<file path="src/hdl/vei_pkg.sv">
`default_nettype none

package vei_pkg;

  // Store geometry
  localparam int unsigned DIM_X  = 32;
  localparam int unsigned DIM_Y  = 32;
  localparam int unsigned DIM_Z  = 32;
  localparam int unsigned DEPTH  = DIM_X * DIM_Y * DIM_Z;
  localparam int unsigned ADDR_W = $clog2(DEPTH);

  // Field widths
  localparam int unsigned POS_W   = 5;
  localparam int unsigned CRD_W   = 6;
  localparam int unsigned SIZE_W  = 6;
  localparam int unsigned VOXEL_W = 16;
  localparam int unsigned SQ_W    = 2 * VOXEL_W;
  localparam int unsigned ACC_W   = SQ_W + 2;

  // Reads per query: low and high neighbor on each of three axes
  localparam int unsigned READS = 6;
  localparam int unsigned RCNT_W = 3;

  // Edge weight = DIVIDEND / (4 + D)
  localparam int unsigned DIVIDEND      = 262144;
  localparam int unsigned DIV_W         = 19;
  localparam int unsigned QUO_W         = 17;
  localparam int unsigned QFULL_W       = 18;
  localparam int unsigned BITS_PER_STEP = 3;
  localparam int unsigned DIV_STEPS     = QFULL_W / BITS_PER_STEP;
  localparam int unsigned STEP_W        = 3;

  // Queries allowed between accept and result delivery
  localparam int unsigned MAX_INFLIGHT = 3;
  localparam int unsigned INFL_W       = 2;

  // Configuration register indexes
  localparam int unsigned CFG_IDX_W = 2;
  localparam logic [CFG_IDX_W-1:0] CFG_SIZE_X = 2'd0;
  localparam logic [CFG_IDX_W-1:0] CFG_SIZE_Y = 2'd1;
  localparam logic [CFG_IDX_W-1:0] CFG_SIZE_Z = 2'd2;
  localparam logic [SIZE_W-1:0] SIZE_RESET = 6'd32;

  // Input kinds
  localparam logic KIND_WRITE = 1'b0;
  localparam logic KIND_QUERY = 1'b1;

  typedef enum logic {
    FE_IDLE,
    FE_READ
  } fe_state_t;

  typedef enum logic [1:0] {
    DIV_IDLE,
    DIV_RUN,
    DIV_DONE
  } div_state_t;

  typedef struct packed {
    logic             valid;
    logic [DIV_W-1:0] divisor;
    logic             zero;
    logic             oor;
  } div_req_t;

  typedef struct packed {
    logic             valid;
    logic [QUO_W-1:0] quotient;
    logic             oor;
  } div_res_t;

endpackage

`default_nettype wire

</file>
<file path="src/hdl/vei_div.sv">
`default_nettype none

module vei_div (
  input  wire logic              clk,
  input  wire logic              rst,
  input  wire vei_pkg::div_req_t req,
  output logic                   req_ready,
  output vei_pkg::div_res_t      res,
  input  wire logic              res_ready
);
  import vei_pkg::*;

  div_state_t state, state_next;

  logic [DIV_W-1:0]   rem, rem_next;
  logic [QFULL_W-1:0] quo, quo_next;
  logic [DIV_W-1:0]   dvs;
  logic [STEP_W-1:0]  step;
  logic               oor;
  logic               load;

  always_comb begin
    state_next = state;
    req_ready  = 1'b0;
    case (state)
      DIV_IDLE: req_ready = 1'b1;
      DIV_RUN: begin
        if (step == STEP_W'(DIV_STEPS - 1)) begin
          state_next = DIV_DONE;
        end
      end
      DIV_DONE: begin
        req_ready = res_ready;
        if (res_ready) begin
          state_next = DIV_IDLE;
        end
      end
      default: state_next = DIV_IDLE;
    endcase
    load = req.valid && req_ready;
    if (load) begin
      state_next = req.zero ? DIV_DONE : DIV_RUN;
    end
  end

  always_ff @(posedge clk) begin
    if (rst) begin
      state <= DIV_IDLE;
    end else begin
      state <= state_next;
    end
  end

  // Restoring division, BITS_PER_STEP quotient bits per cycle; the remainder stays below the divisor
  always_comb begin
    logic [DIV_W-1:0] t;
    rem_next = rem;
    quo_next = quo;
    for (int i = 0; i < BITS_PER_STEP; i++) begin
      t = {rem_next[DIV_W-2:0], 1'b0};
      if (t >= dvs) begin
        rem_next = t - dvs;
        quo_next = {quo_next[QFULL_W-2:0], 1'b1};
      end else begin
        rem_next = t;
        quo_next = {quo_next[QFULL_W-2:0], 1'b0};
      end
    end
  end

  always_ff @(posedge clk) begin
    if (load) begin
      // the top dividend bit is already consumed: remainder one
      rem  <= DIV_W'(1);
      quo  <= '0;
      dvs  <= req.divisor;
      step <= '0;
      oor  <= req.oor;
    end else if (state == DIV_RUN) begin
      rem  <= rem_next;
      quo  <= quo_next;
      step <= step + STEP_W'(1);
    end
  end

  assign res.valid    = (state == DIV_DONE);
  assign res.quotient = quo[QUO_W-1:0];
  assign res.oor      = oor;

endmodule

`default_nettype wire

</file>
<file path="config.mk">
export PLATFORM = sky130hd
export DESIGN_NAME = vei_div
export DESIGN_NICKNAME = d
export VERILOG_FILES = /design/src/hdl/vei_pkg.sv /design/src/hdl/vei_div.sv
export SDC_FILE = /design/constraint.sdc
export NUM_CORES = 1
export LEC_CHECK = 0
export ABC_AREA = 1
export BUFFER_PORTS_ARGS = -buffer_cell sky130_fd_sc_hd__buf_2
export CORE_UTILIZATION = 40
export CTS_CLUSTER_DIAMETER = 60
export DETAILED_ROUTE_END_ITERATION = 6
export GPL_ROUTABILITY_DRIVEN = 0
export MAX_ROUTING_LAYER = met4
export PLACE_DENSITY_LB_ADDON = 0.08
export SYNTH_ARGS = -nofsm -noshare
export SYNTH_HDL_FRONTEND = slang
export SYNTH_SLANG_ARGS = --single-unit
</file>
<file path="constraint.sdc">
create_clock -name clk -period 7.8 [get_ports clk]
set_input_delay 0.39 -clock clk [delete_from_list [all_inputs] [get_ports clk]]
set_output_delay 0.39 -clock clk [all_outputs]
set_load 0.01 [all_outputs]
</file>
# After elaboration in Yosys (flattened, before gate mapping)
# Index checks and enable logic that the tools add are counted.
dict set report op_classes {
  n_lt_le_gt_ge 3
  n_reduce_logical 3
  mux 12
  addsub 4
  n_eq_ne 6
}
# operator count
set ops {}
lappend ops {{>= comparator 19 bit} 3}
lappend ops {{two-way mux 18 bit} 3}
lappend ops {{subtractor 18 bit} 3}
lappend ops {{two-way mux 2 bit} 4}
lappend ops {{case mux 2 bit (3 select lines)} 1}
lappend ops {{adder 3 x 1 -> 3 bit, second input constant} 1}
lappend ops {{== test 3 bit, second input constant} 1}
lappend ops {{two-way mux 1 bit} 3}
lappend ops {{!= test 3 x 1 -> 1 bit, second input constant} 1}
lappend ops {{!= test 3 bit, second input constant} 1}
lappend ops {{AND reduction 3 bit} 1}
lappend ops {{== test 2 x 1 -> 1 bit, second input constant} 1}
lappend ops {{== test 2 bit, second input constant} 1}
lappend ops {{logical NOT 2 bit} 1}
lappend ops {{!= test 2 bit, second input constant} 1}
lappend ops {{case mux 1 bit (2 select lines)} 1}
lappend ops {{logical AND 1 bit} 1}
dict set report totals {
  out_inout_bits 20
  wordCells 34
  inputBits 25
  reg_bits 60
}

# Depth between registers and ports, before layout
dict set report logic_depth {
  depth_word 6
  mapped_depth 41
  ltp_nobuf 39
}

# Worst setup path before layout
# No wires, ideal clock.
dict set report synth_timing {
  path_kind {reg2reg}
  startpoint {reg dvs[1]}
  endpoint {reg rem[11]}
  n_path_buf 4
  t_required_ps 7629
  synth_period_minus_slack_ps 5044
  path_stages_with_launch 37
  setup_time_ps 171
  setup_slack_ps 2756
  arrival_time_ps 4873
  cell_sequence {edfxtp_1 inv_1 ha_1 ha_1 nand2_1 nor2_1 nand2_1 nor3_2 nor2_2 nand2_2 buf_6 buf_12 or2_1 nand2_1 inv_1 ha_1 nand2_1 inv_1 nand2_1 nand2_1 a21oi_1 nand3_1 nor2_2 buf_2 nand3_1 and2_1 ha_1 nand2_1 inv_1 nand2_1 nor3_1 nand3_1 nand4_4 nor2_4 buf_4 nand3_1 a21oi_1}
}
dict set report synth_via {
  elab_chain_cells 6
  elab_cells_between_ends 9
  cone_classes {3 x add/sub; 3 x order compare; 3 x mux}
}
# item line
set synth_rtl {}
lappend synth_rtl {{start, declared} vei_div.sv:17} ;# logic [DIV_W-1:0] dvs;
lappend synth_rtl {{start signal, assigned} vei_div.sv:76} ;# dvs <= req.divisor;
lappend synth_rtl {{subtractor 18 bit or >= comparator 19 bit (tied branches)} {vei_div.sv:62, vei_div.sv:61}}
lappend synth_rtl {{two-way mux 18 bit} vei_div.sv:61} ;# if (t >= dvs) begin
lappend synth_rtl {{subtractor 18 bit or >= comparator 19 bit (tied branches)} {vei_div.sv:62, vei_div.sv:61}}
lappend synth_rtl {{two-way mux 18 bit} vei_div.sv:61}
lappend synth_rtl {{subtractor 18 bit or >= comparator 19 bit (tied branches)} {vei_div.sv:62, vei_div.sv:61}}
lappend synth_rtl {{two-way mux 18 bit (*)} vei_div.sv:61}
lappend synth_rtl {{end signal, assigned} vei_div.sv:80} ;# rem <= rem_next;
lappend synth_rtl {{end, declared} vei_div.sv:15} ;# logic [DIV_W-1:0] rem, rem_next;
# Mark *: on every way between the ends. The rest lies on a longest branch, timed or not.
# A chain may end at the register's enable or synchronous reset.

# Final worst setup path
dict set report layout_timing {
  startpoint {reg dvs[1]}
  endpoint {reg rem[2]}
}
dict set report layout_via {
  elab_chain_cells 6
  elab_cells_between_ends 9
  cone_classes {3 x add/sub; 3 x order compare; 3 x mux}
}
# item line
set layout_rtl {}
lappend layout_rtl {{subtractor 18 bit or >= comparator 19 bit (tied branches)} {vei_div.sv:62, vei_div.sv:61}}
lappend layout_rtl {{two-way mux 18 bit} vei_div.sv:61}
lappend layout_rtl {{>= comparator 19 bit or subtractor 18 bit (tied branches)} {vei_div.sv:61, vei_div.sv:62}}
lappend layout_rtl {{two-way mux 18 bit} vei_div.sv:61}
lappend layout_rtl {{subtractor 18 bit or >= comparator 19 bit (tied branches)} {vei_div.sv:62, vei_div.sv:61}}
lappend layout_rtl {{two-way mux 18 bit (*)} vei_div.sv:61}
# Marks and branches as above.

==> impl_metrics.toml <==
[run_status]
status = "complete, no violations"

[routing]
drtAntennaViolNets = 0
finalWirelength_um = 19300
vias_per_cell = 5.000
wl_per_cell_um = 15.24
vias = 6330
first_pass_iters = 5
drc = 0
drt-initial-drc-count = 463

[clock_network]
hold_buffers = 0
postCtsSetupBuffers = 0
htreeDepth = 3
clockBufferDepth = 2
cts_resized = 0
cts_root_buf = "clkbuf_16"
cts_sinks = 60
cts_tree = "done"
clk_pin_slew_worst_paths_ns = 0.06
numCtsBuffers = 9
insertion_delay_ns = 0.35

[timing]
finalCriticalPeriod_ns = 6.643
setup_viol = 0
grt_setup_unrepaired = "false"
slew_headroom_pct = 61.82
hold_viol_final = 0
fin_crit_sh_pct = 85.17
fmax_ghz = 0.1505
skew_ns = 0.01012
worst_pin_slew_ns = 0.5713
setup_tns_ns = 0
slew_viol_final = 0

[die]
die_x_um = 127.6
initial_core_util_pct = 41.19
ios = 45
placementRows = 45
die_area_mm2 = 0.01628
die_height_um = 127.6
design.core.area_mm2 = 0.01531

[yosys]
syn-cell-area_mm2 = 0.006309
yosysSeqAreaShare_pct = 22.21
yosysWarningCount = 0
ys.flop_type = "dfxtp_1"
synth_area_leaders = "nand2_1 (21%), dfxtp_1 (13%), ha_1 (11%), inv_1 (9.8%), edfxtp_1 (9.5%)"
yosysUniqueCellTypes = 47
async_reset_ff_share_pct = 0
synth_area_leader_cell = "nand2_1"
yosys.area.top_type_share_pct = 20.71
syn_inst = 1022
synth-edff-count = 20
ys_seq_elements = 60
synth_nets = 1105
syn_avg_cell_area_um2 = 6.173

[pwr]
ir_worst_vdd_uv = 177.9
leakagePower_nw = 3.851
p_per_area_mw_per_mm2 = 457.5

[setup_path]
cp.required_ns = 8.07
cpPeakStageDelay_ns = 0.48
slowest_stage = "nor2_4"
critPathMaxFanout = 18
cpMostUsedCell = "nand2_1"
critical_path_class = "flop to flop"
timing.rr.start = "dvs[1]"
cp.arrival_ns = 6.91
cp-end-kind = "flop"
r2r_end = "rem[2]"
rrSetupSlack_ns = 1.16
setup.worst_path.end = "rem[2]"
start_kind = "flop"
r2r_cells = 30
critPathLaunch = "dvs[1]"

[layout]
diodes = 0
final_cell_mix = "nand2_1 (348), inv_1 (165), nand3_1 (84)"
areaGrowthSynthToFinish_pct = 9.877
final_common_cell = "nand2_1"
stdcell_count = 1266
fin_nets = 1133
drive_gt1_share_pct = 8.815

[run]
drv_cap = 0

[global_route]
grt_pass1_vias = 5817
grt_usage_pct = 25.11
grt_max_degree = 41
grt_overflow = 0
grt_pass1_wl_um = 30250
grt_antenna_before_repair = 0

[place]
dp_hpwl_um = 15410
place_inst = 1250
portBuffers = 44

[hold_path]
hp-class = "input port to flop"
[kinds of logic after synthesis]
kind of cell    Yosys count  share of synthesized area [%]
simple gates            552                          37.84
buf+inv                 204                          13.86
fa+ha+maj                58                          11.62
flops                    60                          22.21
compound gates          119                          10.43
xor+xnor                 29                          4.026
[per-layer routing]
metal | share of wire, % | GRT usage, % | vias up
met1 | 48 | 33.20 | 2855
met2 | 45 | 39.38 | 156
met5 | 0 | - | -
met4 | 1.5 | 6.990 | 0
met3 | 5.7 | 4.397 | 25
li1 | - | - | 3294
[per-stage QoR]
stage	util, %	hold WS, ns	total power [mW]	cell area [um2]	setup slack, ns
2_1_floorplan	-	0.4352	2.166	6309	2.756
3_3_place_gp	43.19	0.4543	2.721	6614	1.379
3_5_place_dp	43.19	0.4533	2.687	6614	1.261
4_1_cts	45.26	0.1968	3.140	6932	1.208
5_1_grt	45.26	0.2072	3.461	6932	0.5247
6_report	45.26	0.2080	3.171	6932	1.157
[final cells by class]
cell class / count / area (um2)
multi-input combinational: 758 / 4035
tap: 211 / 264.0
inverter: 170 / 640.6
sequential: 60 / 1401
fill: 1675 / 8383
clock inverter: 6 / 67.56
timing repair buffer: 51 / 272.8
clock buffer: 10 / 250.2
[how the worst min path moves through the flow]
stage	start	end	slack [ns]	depth (start not counted)
after floorplan	step[2]	step[2]	0.44	2
after global placement	step[2]	step[2]	0.45	2
after detailed placement	step[2]	step[2]	0.45	2
after CTS	rst	state[0]	0.20	2
after global routing	rst	state[1]	0.21	2
final	rst	state[0]	0.21	2
[power by group]
group | switching (mW) | internal (mW) | leakage (nW)
Combinational | 1.52 | 0.793 | 3.18
Sequential | 0.0523 | 0.372 | 0.517
Clock | 0.166 | 0.269 | 0.159
Total | 1.74 | 1.43 | 3.85
[synthesized netlist by cell type, types with 5 or more instances]
library cell,count
a21oi_1,62
nand4_1,15
ha_1,57
clkbuf_1,9
o21bai_1,5
nand3_2,5
and2_1,8
xor2_1,13
nand3_1,84
nand3b_1,6
xnor2_1,16
inv_1,165
buf_4,17
nor3_1,6
a21boi_0,8
nand2_1,348
edfxtp_1,20
nor2_1,62
o21ai_0,31
dfxtp_1,40
nor2_2,5
[critical path: cells and delay by family (launching register included)]
kind	cells	cell delay [ns]
AO/OA/AOI/OAI	4	0.93
buffers and inverters	4	0.69
flip-flops	1	0.45
adder cells (fa/ha/maj)	4	1.26
AND/OR/NAND/NOR	18	3.20
[sequential cells by signal (all words and copies together), names as in the netlist]
signal,flops
dvs,19
rem,18
quo,17
step,3
state,2
oor,1
No activity file was read; power rests on OpenSTA's default activity.
